==> config.mk <==
export PLATFORM = sky130hd
export DESIGN_NAME = circular_deque_unit_flat
export DESIGN_NICKNAME = d
export VERILOG_FILES = /design/src/sv/cdq_pkg.sv /design/src/sv/cdq_if.sv /design/src/sv/cdq_ctrl.sv /design/src/sv/cdq_dp.sv /design/src/sv/circular_deque_unit.sv /design/src/flat_wrapper.sv
export SDC_FILE = /design/constraint.sdc
export NUM_CORES = 1
export LEC_CHECK = 0
export BUFFER_PORTS_ARGS = -buffer_cell sky130_fd_sc_hd__buf_4
export CORE_AREA = 2 2 327 232
export DETAILED_ROUTE_END_ITERATION = 8
export DIE_AREA = 0 0 329 234
export HOLD_SLACK_MARGIN = 0.03
export PLACE_DENSITY_LB_ADDON = 0.3
export RECOVER_POWER = 50
export SYNTH_ARGS = -nofsm -noshare
export SYNTH_HDL_FRONTEND = slang
export SYNTH_SLANG_ARGS = --single-unit
==> constraint.sdc <==
create_clock -name clk_i -period 10.87 [get_ports clk_i]
set_input_delay 0.5435 -clock clk_i [delete_from_list [all_inputs] [get_ports clk_i]]
set_output_delay 0.5435 -clock clk_i [all_outputs]
set_load 0.005 [all_outputs]
==> src/sv/cdq_pkg.sv <==
// ----------------------------------------------------------------------------
// cdq_pkg
// Shared constants, command and status codes and control structs of the
// circular deque.
// ----------------------------------------------------------------------------
package cdq_pkg;

  localparam int unsigned DEPTH = 16;

  localparam int unsigned CMD_W    = 3;
  localparam int unsigned WORD_W   = 32;
  localparam int unsigned STATUS_W = 2;

  typedef enum logic [CMD_W-1:0] {
    CMD_PUSH_FRONT = 3'd0,
    CMD_POP_FRONT  = 3'd1,
    CMD_PUSH_BACK  = 3'd2,
    CMD_POP_BACK   = 3'd3,
    CMD_LIST       = 3'd4
  } cmd_e;

  typedef enum logic [STATUS_W-1:0] {
    ST_OK    = 2'd0,
    ST_FULL  = 2'd1,
    ST_EMPTY = 2'd2
  } status_e;

  // controller -> datapath
  typedef struct packed {
    logic load;  // latch the accepted request and start its read
    logic exec;  // carry out the latched command and load the response
  } ctrl_t;

  // datapath -> controller
  typedef struct packed {
    logic cmd_legal;  // incoming command code is a known one
    logic more;       // a list has further entries after the current one
  } stat_t;

endpackage

==> src/sv/cdq_if.sv <==
// ----------------------------------------------------------------------------
// cdq_if
// Request and response channels of the circular deque, valid/ready handshake.
// ----------------------------------------------------------------------------
interface cdq_req_if;
  logic                                valid;
  logic                                ready;
  logic        [cdq_pkg::CMD_W-1:0]    cmd;
  logic signed [cdq_pkg::WORD_W-1:0]   push_value;

  modport source (output valid, cmd, push_value, input ready);
  modport sink   (input valid, cmd, push_value, output ready);
endinterface

interface cdq_rsp_if;
  logic                                valid;
  logic                                ready;
  logic signed [cdq_pkg::WORD_W-1:0]   out_value;
  logic        [cdq_pkg::STATUS_W-1:0] status;
  logic                                last;

  modport source (output valid, out_value, status, last, input ready);
  modport sink   (input valid, out_value, status, last, output ready);
endinterface

==> src/sv/cdq_ctrl.sv <==
// ----------------------------------------------------------------------------
// cdq_ctrl
// Handshake controller: accepts one request at a time and sequences its
// response(s) into the output register.
// ----------------------------------------------------------------------------
module cdq_ctrl (
  input  logic           clk_i,
  input  logic           rst_ni,
  input  logic           req_valid_i,
  output logic           req_ready_o,
  output logic           rsp_valid_o,
  input  logic           rsp_ready_i,
  input  cdq_pkg::stat_t stat_i,
  output cdq_pkg::ctrl_t ctrl_o
);

  typedef enum logic {
    S_IDLE,
    S_EXEC
  } state_e;

  state_e state_q;
  logic   rsp_valid_q;
  logic   slot_free;
  logic   accept;

  assign req_ready_o = (state_q == S_IDLE);
  assign accept      = req_valid_i && req_ready_o;
  assign slot_free   = !rsp_valid_q || rsp_ready_i;

  assign ctrl_o.load = accept;
  assign ctrl_o.exec = (state_q == S_EXEC) && slot_free;
  assign rsp_valid_o = rsp_valid_q;

  always_ff @(posedge clk_i or negedge rst_ni) begin
    if (!rst_ni) begin
      state_q     <= S_IDLE;
      rsp_valid_q <= 1'b0;
    end else begin
      // load a new response on execute, otherwise hold until taken
      rsp_valid_q <= ctrl_o.exec || (rsp_valid_q && !rsp_ready_i);
      unique case (state_q)
        S_IDLE: begin
          // drop unknown command codes without a response
          if (accept && stat_i.cmd_legal) begin
            state_q <= S_EXEC;
          end
        end
        S_EXEC: begin
          if (slot_free && !stat_i.more) begin
            state_q <= S_IDLE;
          end
        end
        default: state_q <= S_IDLE;
      endcase
    end
  end

endmodule

==> src/sv/cdq_dp.sv <==
// ----------------------------------------------------------------------------
// cdq_dp
// Deque datapath: entry memory, head/tail pointers, fill count, list cursor
// and the response payload register.
// ----------------------------------------------------------------------------
module cdq_dp #(
  parameter int unsigned DEPTH = cdq_pkg::DEPTH
) (
  input  logic                                clk_i,
  input  logic                                rst_ni,
  input  cdq_pkg::ctrl_t                      ctrl_i,
  output cdq_pkg::stat_t                      stat_o,
  input  logic        [cdq_pkg::CMD_W-1:0]    req_cmd_i,
  input  logic signed [cdq_pkg::WORD_W-1:0]   req_push_value_i,
  output logic signed [cdq_pkg::WORD_W-1:0]   rsp_out_value_o,
  output logic        [cdq_pkg::STATUS_W-1:0] rsp_status_o,
  output logic                                rsp_last_o
);

  localparam int unsigned AW = $clog2(DEPTH);
  localparam int unsigned CW = $clog2(DEPTH + 1);

  function automatic logic [AW-1:0] wrap_inc(input logic [AW-1:0] idx);
    return (idx == AW'(DEPTH - 1)) ? '0 : idx + AW'(1);
  endfunction

  function automatic logic [AW-1:0] wrap_dec(input logic [AW-1:0] idx);
    return (idx == '0) ? AW'(DEPTH - 1) : idx - AW'(1);
  endfunction

  logic [cdq_pkg::WORD_W-1:0] mem [DEPTH];

  logic [AW-1:0]              head_q, tail_q, cursor_q;
  logic [CW-1:0]              count_q, list_cnt_q;
  cdq_pkg::cmd_e              cmd_q;
  logic [cdq_pkg::WORD_W-1:0] word_q;
  logic [cdq_pkg::WORD_W-1:0] rd_data_q;

  logic [cdq_pkg::WORD_W-1:0]   out_value_q, out_value_d;
  logic [cdq_pkg::STATUS_W-1:0] status_q, status_d;
  logic                         last_q, last_d;

  logic          full, empty, list_last;
  logic          cmd_legal;
  logic [AW-1:0] rd_addr;
  logic          we;
  logic [AW-1:0] wa;
  cdq_pkg::cmd_e in_cmd;

  assign in_cmd    = cdq_pkg::cmd_e'(req_cmd_i);
  assign full      = (count_q == CW'(DEPTH));
  assign empty     = (count_q == '0);
  assign list_last = (list_cnt_q + CW'(1) == count_q);

  always_comb begin
    unique case (in_cmd) inside
      cdq_pkg::CMD_PUSH_FRONT, cdq_pkg::CMD_POP_FRONT, cdq_pkg::CMD_PUSH_BACK,
      cdq_pkg::CMD_POP_BACK, cdq_pkg::CMD_LIST: cmd_legal = 1'b1;
      default: cmd_legal = 1'b0;
    endcase
  end

  assign stat_o.cmd_legal = cmd_legal;
  assign stat_o.more      = (cmd_q == cdq_pkg::CMD_LIST) && !empty && !list_last;

  // read address: advance the cursor while listing, pick the end on a new request
  always_comb begin
    if (ctrl_i.exec && cmd_q == cdq_pkg::CMD_LIST) begin
      rd_addr = wrap_inc(cursor_q);
    end else if (ctrl_i.load) begin
      rd_addr = (in_cmd == cdq_pkg::CMD_POP_BACK) ? tail_q : head_q;
    end else begin
      rd_addr = cursor_q;
    end
  end

  always_comb begin
    we = 1'b0;
    wa = head_q;
    if (ctrl_i.exec && !full) begin
      if (cmd_q == cdq_pkg::CMD_PUSH_FRONT) begin
        we = 1'b1;
        wa = wrap_dec(head_q);
      end else if (cmd_q == cdq_pkg::CMD_PUSH_BACK) begin
        we = 1'b1;
        wa = wrap_inc(tail_q);
      end
    end
  end

  always_ff @(posedge clk_i) begin
    if (we) begin
      mem[wa] <= word_q;
    end
    rd_data_q <= mem[rd_addr];
  end

  always_comb begin
    out_value_d = '0;
    status_d    = cdq_pkg::ST_OK;
    last_d      = 1'b1;
    case (cmd_q) inside
      cdq_pkg::CMD_PUSH_FRONT, cdq_pkg::CMD_PUSH_BACK: begin
        if (full) begin
          status_d = cdq_pkg::ST_FULL;
        end
      end
      cdq_pkg::CMD_POP_FRONT, cdq_pkg::CMD_POP_BACK: begin
        if (empty) begin
          status_d = cdq_pkg::ST_EMPTY;
        end else begin
          out_value_d = rd_data_q;
        end
      end
      cdq_pkg::CMD_LIST: begin
        if (empty) begin
          status_d = cdq_pkg::ST_EMPTY;
        end else begin
          out_value_d = rd_data_q;
          last_d      = list_last;
        end
      end
      default: status_d = cdq_pkg::ST_OK;
    endcase
  end

  always_ff @(posedge clk_i) begin
    if (ctrl_i.load) begin
      cmd_q  <= in_cmd;
      word_q <= req_push_value_i;
    end
    if (ctrl_i.exec) begin
      out_value_q <= out_value_d;
      status_q    <= status_d;
      last_q      <= last_d;
    end
  end

  always_ff @(posedge clk_i or negedge rst_ni) begin
    if (!rst_ni) begin
      head_q     <= '0;
      tail_q     <= AW'(DEPTH - 1);
      count_q    <= '0;
      cursor_q   <= '0;
      list_cnt_q <= '0;
    end else begin
      cursor_q <= rd_addr;
      if (ctrl_i.load) begin
        list_cnt_q <= '0;
      end
      if (ctrl_i.exec) begin
        case (cmd_q)
          cdq_pkg::CMD_PUSH_FRONT: begin
            if (!full) begin
              head_q  <= wrap_dec(head_q);
              count_q <= count_q + CW'(1);
            end
          end
          cdq_pkg::CMD_PUSH_BACK: begin
            if (!full) begin
              tail_q  <= wrap_inc(tail_q);
              count_q <= count_q + CW'(1);
            end
          end
          cdq_pkg::CMD_POP_FRONT: begin
            if (!empty) begin
              head_q  <= wrap_inc(head_q);
              count_q <= count_q - CW'(1);
            end
          end
          cdq_pkg::CMD_POP_BACK: begin
            if (!empty) begin
              tail_q  <= wrap_dec(tail_q);
              count_q <= count_q - CW'(1);
            end
          end
          cdq_pkg::CMD_LIST: list_cnt_q <= list_cnt_q + CW'(1);
          default: list_cnt_q <= list_cnt_q;
        endcase
      end
    end
  end

  assign rsp_out_value_o = out_value_q;
  assign rsp_status_o    = status_q;
  assign rsp_last_o      = last_q;

endmodule

==> src/sv/circular_deque_unit.sv <==
// ----------------------------------------------------------------------------
// circular_deque_unit
// Fixed-depth circular double-ended queue of signed 32-bit words.
// ----------------------------------------------------------------------------
//   channel   dir   modport   payload
//   req_i     in    sink      cmd, push_value
//   rsp_o     out   source    out_value, status, last
//
// Push and pop: each request is accepted, then executed into the response
// register; a list gives one response and one memory read per entry, or one
// ST_EMPTY response when empty. An unknown command code gets no response.
// Reset is asynchronous, active low; the entry memory itself is not cleared.
// A stalled response holds the execute step; a new request is taken once the
// previous one has issued its final response, even while that one waits.
// ----------------------------------------------------------------------------
module circular_deque_unit #(
  parameter int unsigned DEPTH = cdq_pkg::DEPTH
) (
  input  logic      clk_i,
  input  logic      rst_ni,
  cdq_req_if.sink   req_i,
  cdq_rsp_if.source rsp_o
);

  cdq_pkg::ctrl_t ctrl;
  cdq_pkg::stat_t stat;

  cdq_ctrl u_ctrl (
    .clk_i       (clk_i),
    .rst_ni      (rst_ni),
    .req_valid_i (req_i.valid),
    .req_ready_o (req_i.ready),
    .rsp_valid_o (rsp_o.valid),
    .rsp_ready_i (rsp_o.ready),
    .stat_i      (stat),
    .ctrl_o      (ctrl)
  );

  cdq_dp #(
    .DEPTH (DEPTH)
  ) u_dp (
    .clk_i            (clk_i),
    .rst_ni           (rst_ni),
    .ctrl_i           (ctrl),
    .stat_o           (stat),
    .req_cmd_i        (req_i.cmd),
    .req_push_value_i (req_i.push_value),
    .rsp_out_value_o  (rsp_o.out_value),
    .rsp_status_o     (rsp_o.status),
    .rsp_last_o       (rsp_o.last)
  );

endmodule

==> src/flat_wrapper.sv <==
// flat-port wrapper written by rule: the top's interface ports become plain ports
module circular_deque_unit_flat 
#(
  parameter int unsigned DEPTH = cdq_pkg::DEPTH
)
  (clk_i, rst_ni, req_i_valid, req_i_cmd, req_i_push_value, req_i_ready, rsp_o_valid, rsp_o_out_value, rsp_o_status, rsp_o_last, rsp_o_ready);
  cdq_req_if req_i_i ();
  cdq_rsp_if rsp_o_i ();
  input  logic clk_i;
  input  logic rst_ni;
  input wire logic [$bits(req_i_i.valid)-1:0] req_i_valid;
  input wire logic [$bits(req_i_i.cmd)-1:0] req_i_cmd;
  input wire logic [$bits(req_i_i.push_value)-1:0] req_i_push_value;
  output wire logic [$bits(req_i_i.ready)-1:0] req_i_ready;
  output wire logic [$bits(rsp_o_i.valid)-1:0] rsp_o_valid;
  output wire logic [$bits(rsp_o_i.out_value)-1:0] rsp_o_out_value;
  output wire logic [$bits(rsp_o_i.status)-1:0] rsp_o_status;
  output wire logic [$bits(rsp_o_i.last)-1:0] rsp_o_last;
  input wire logic [$bits(rsp_o_i.ready)-1:0] rsp_o_ready;
  assign req_i_i.valid = req_i_valid;
  assign req_i_i.cmd = req_i_cmd;
  assign req_i_i.push_value = req_i_push_value;
  assign req_i_ready = req_i_i.ready;
  assign rsp_o_valid = rsp_o_i.valid;
  assign rsp_o_out_value = rsp_o_i.out_value;
  assign rsp_o_status = rsp_o_i.status;
  assign rsp_o_last = rsp_o_i.last;
  assign rsp_o_i.ready = rsp_o_ready;
  circular_deque_unit #(.DEPTH(DEPTH)) u_core (.clk_i(clk_i), .rst_ni(rst_ni), .req_i(req_i_i), .rsp_o(rsp_o_i));
endmodule
==> reports/results.tsv <==
stage	metric	value	unit
logic_synthesis	synthTopCellsByArea	edfxtp_1 (72%), mux2i_1 (11%), o22ai_1 (3.3%), dfxtp_1 (2.6%), dfrtp_1 (2.1%)	
global_routing	grt_busiest_layer	met2	
route	drt_wl_total	55500	um
power	p_comb_frac	0.228	
placement	port_buffers	75	
setup_path	crit_path_end_kind	flip-flop	
clock_network	cts_setup_buffers	0	
clock_network	cts_root_buf	clkbuf_16	
logic_synthesis	synthSimpleGateAreaFrac	0.0392	
logic_synthesis	ys_types	57	
clock_network	ctsResizeCount	0	
timing	slew_headroom	0.0182	
placement	postPlaceCellArea	26100	um2
floorplanning	dieHeight	234	um
global_routing	antenna_found_initial	0	
clock_network	htreeDepth	2	
timing	clock.fmax	184	MHz
logic_synthesis	synth_top_area_share	0.722	
power	p_sw	1.88	mW
finish	finish.utilization	0.376	
setup_path	worst_path_dominant_cell_family	buffers and inverters	
global_routing	grt_util_met2	0.220	
placement	hpwl	27500	um
logic_synthesis	synth_area_per_cell	17.7	um2
setup_path	critical_path_class	flip-flop to flip-flop	
global_routing	gr-usage-met1	0.215	
setup_path	crit_required	11340	ps
power	sw_frac_of_total	0.290	
finish	final_common_cell	edfxtp_1	
global_routing	grtUsageTotal	0.143	
hold_path	holdPathEnd	u_core.u_dp.word_q[18]$_DFFE_PN_	
hold_path	hold_start	req_i_push_value[18]	
floorplanning	rows	84	
logic_synthesis	synth_adder_area_share	0.00548	
power	clkPwrFrac	0.306	
timing	min_period	5450	ps
power	power_density	233	nW/um2
finish	fin_area	27900	um2
logic_synthesis	syn-num-nets	1413	
flow_run	max_cap_viol_count	0	
floorplanning	die-area	77000	um2
power	p_leak	9.99	nW
setup_path	ff2ff_setup_slack	5420	ps
route	first_pass_iters	5	
clock_network	clk_pin_slew	70	ps
route	route.detailed.drc	0	
clock_network	clockBufferDepth	3	
finish	area_growth	15.2	%
timing	setup_viol	0	
setup_path	cp.arrival	5920	ps
logic_synthesis	ys_warn_count	0	
setup_path	crit_buf_inv	4	
route	drtAntennaViolNets	0	
logic_synthesis	ys_ff_latch	638	
route	num_vias	12300	
hold_path	min_path_cells	1	
logic_synthesis	synth-main-ff-cell	edfxtp_1	
clock_network	insertion_delay	620	ps
power	ir_drop	0.209	mV
clock_network	cts_tree	built	
setup_path	rr_endpoint	u_core.u_dp.rd_data_q[4]$_DFF_P_	
logic_synthesis	async_reset_ff_frac	0.0376	
placement	gp_congestion	0.743	
timing	post-route-period-util	0.501	
logic_synthesis	synth_top_family_by_area	multiplexers	
global_routing	first_global_vias	12200	
finish	drive_above_1_share	0.134	
setup_path	start_kind	flip-flop	
logic_synthesis	synth_edf_count	582	
finish	nets	1517	
clock_network	numCtsBuffers	58	
logic_synthesis	synth_cells	1364	
timing	finalMaxSlewViolations	0	
logic_synthesis	ys_seq_area_frac	0.774	
route	drtIter0Drc	1034	
setup_path	slowest_delay	830	ps
setup_path	path_max_fanout	146	
logic_synthesis	synth-xor-area-share	0.00688	
setup_path	startpoint	u_core.u_ctrl.state_q$_DFF_PN0_	
logic_synthesis	synth-compound-area-share	0.0507	
global_routing	grtUsageMet3	0.0216	
setup_path	crit_chain	or2b_2 > inv_1 > buf_4 > nor2_1 > a221oi_4 > buf_4 > buf_12 > mux2i_1 > o22ai_1 > or4_1	
floorplanning	io_pins	76	
floorplanning	initial_core_util	0.327	
logic_synthesis	syn_area	24200	um2
hold_path	hold_path.class	primary input to flip-flop	
timing	rsz0062_at_grt	false	
finish	num_antenna_cells	0	
setup_path	r2r_start	u_core.u_ctrl.state_q$_DFF_PN0_	
logic_synthesis	synthMuxAreaShare	0.109	
clock_network	cts_hold_buf	1	
timing	tightest_slew	1470	ps
route	vias_per_cell	4.89	
clock_network	numClockSinks	638	
global_routing	grt_start_max_net_pins	147	
setup_path	rr_worst_depth	10	
global_routing	overflow	0	
setup_path	path_common_cell	buf_4	
logic_synthesis	yosys.area.top_type	edfxtp_1	
timing	skew	28.7	ps
power	p_int	4.61	mW
timing	setup_tns	0	ps
power	power_frac_seq	0.466	
outcome	status	complete, no violations	
global_routing	grt_first_pass_wirelength	81300	um
route	post_drt_wl_per_cell	22.1	um
finish	final_cell_mix	edfxtp_1 (582), mux2i_1 (261), o22ai_1 (129)	
floorplanning	dieWidth	329	um
timing	hold_viol	0	
floorplanning	coreArea	74100	um2
setup_path	crit_slowest_cell	buf_4	
## synth_stat cells (2+ instances only)
cell type and n:
o31ai_1 4, or4_1 34, and2_1 33, a2111oi_0 2, nand2_1 29, buf_4 6, xor2_1 4, a21oi_1 12
a31oi_1 5, dfrtp_1 20, dfxtp_1 32, nand3_1 7, buf_1 2, mux2_2 3, inv_2 2, o22ai_1 129
dfstp_2 4, or2_2 2, o211ai_1 3, edfxtp_1 582, nand2b_1 7, xnor2_1 15, ha_1 9, buf_2 18
nor2_1 33, nand4_2 2, clkinv_1 2, nor4_1 3, nor3_1 3, inv_1 10, o21ai_0 15, buf_6 3
o211ai_2 2, nand4_1 5, mux2i_1 261, nor2b_1 2, and3_1 2, a21o_1 5, clkbuf_1 34
## registers in the layout, summed over array words and instances, names as in the netlist
name and count:
u_core.u_dp.rsp_out_value_o 32, u_core.u_dp.mem 512, u_core.u_dp.rd_data_q 32, u_core.u_dp.count_q 5, u_core.u_ctrl.state_q 1, u_core.u_dp.rsp_last_o 1, u_core.u_dp.list_cnt_q 5, u_core.u_dp.cmd_q 3
u_core.u_ctrl.rsp_valid_o 1, u_core.u_dp.rsp_status_o 2, u_core.u_dp.head_q 4, u_core.u_dp.tail_q 4, u_core.u_dp.word_q 32, u_core.u_dp.cursor_q 4
## worst register-to-register path: stages (launching register included)
cell and delay, ps:
dfrtp_1 440, or2b_2 370, inv_1 660, buf_4 590
nor2_1 160, a221oi_4 260, buf_4 830, buf_12 770
mux2i_1 610, o22ai_1 120, or4_1 500
## worst max-delay path by stage
stage	endpoint	slack (ps)	depth (start not counted)
finish	u_core.u_dp.rd_data_q[4]$_DFF_P_	5420	10
global route	u_core.u_dp.rd_data_q[29]$_DFF_P_	5160	10
CTS	u_core.u_dp.rd_data_q[7]$_DFF_P_	5700	10
detailed placement	u_core.u_dp.rd_data_q[15]$_DFF_P_	5510	11
global placement	u_core.u_dp.rd_data_q[4]$_DFF_P_	5640	11
floorplan	u_core.u_dp.mem[4][0]$_DFFE_PP_	6760	6
## routing by layer
layer	up-vias	wire, um
li1	5632	-
met4	0	760
met3	62	2710
met2	317	24800
met5	-	0
met1	6239	27200
## layout make-up
cell class | instances | area [um2]
inverters | 14 | 52.6
multi-input cells | 649 | 5270
clock buffers | 86 | 1620
flip-flops and latches | 638 | 18700
well taps | 989 | 1240
fillers | 6803 | 46200
repair buffers | 107 | 736
clock inverters | 23 | 233
## through the flow
step / setup slack [ps] / hold slack, ps / std cells / power, mW
2_1_floorplan: 6760 / 248 / 1364 / 4.10
3_3_place_gp: 5640 / 477 / 2396 / 4.56
3_5_place_dp: 5510 / 482 / 2396 / 4.58
4_1_cts: 5700 / 60.0 / 2506 / 6.58
5_1_grt: 5160 / 89.7 / 2506 / 6.78
6_report: 5420 / 125 / 2506 / 6.49
## cells by family (layout without fill, tap and decap cells)
kind of cell,Yosys count,in the layout
flip-flops,638,638
multiplexers,264,264
AO/OA/AOI/OAI,189,189
AND/OR/NAND/NOR,167,167
buffers and inverters,77,230
XOR/XNOR,19,19
adder cells (fa/ha/maj),10,10
## power by group through the flow
stage	registers, mW	logic [mW]	clock network (mW)
6_report	3.03	1.48	1.99
5_1_grt	3.05	1.60	2.13
4_1_cts	3.03	1.51	2.04
3_5_place_dp	3.08	1.50	0
3_3_place_gp	3.08	1.48	0
2_1_floorplan	3.01	1.09	0
No activity file was read; power rests on OpenSTA's default activity.
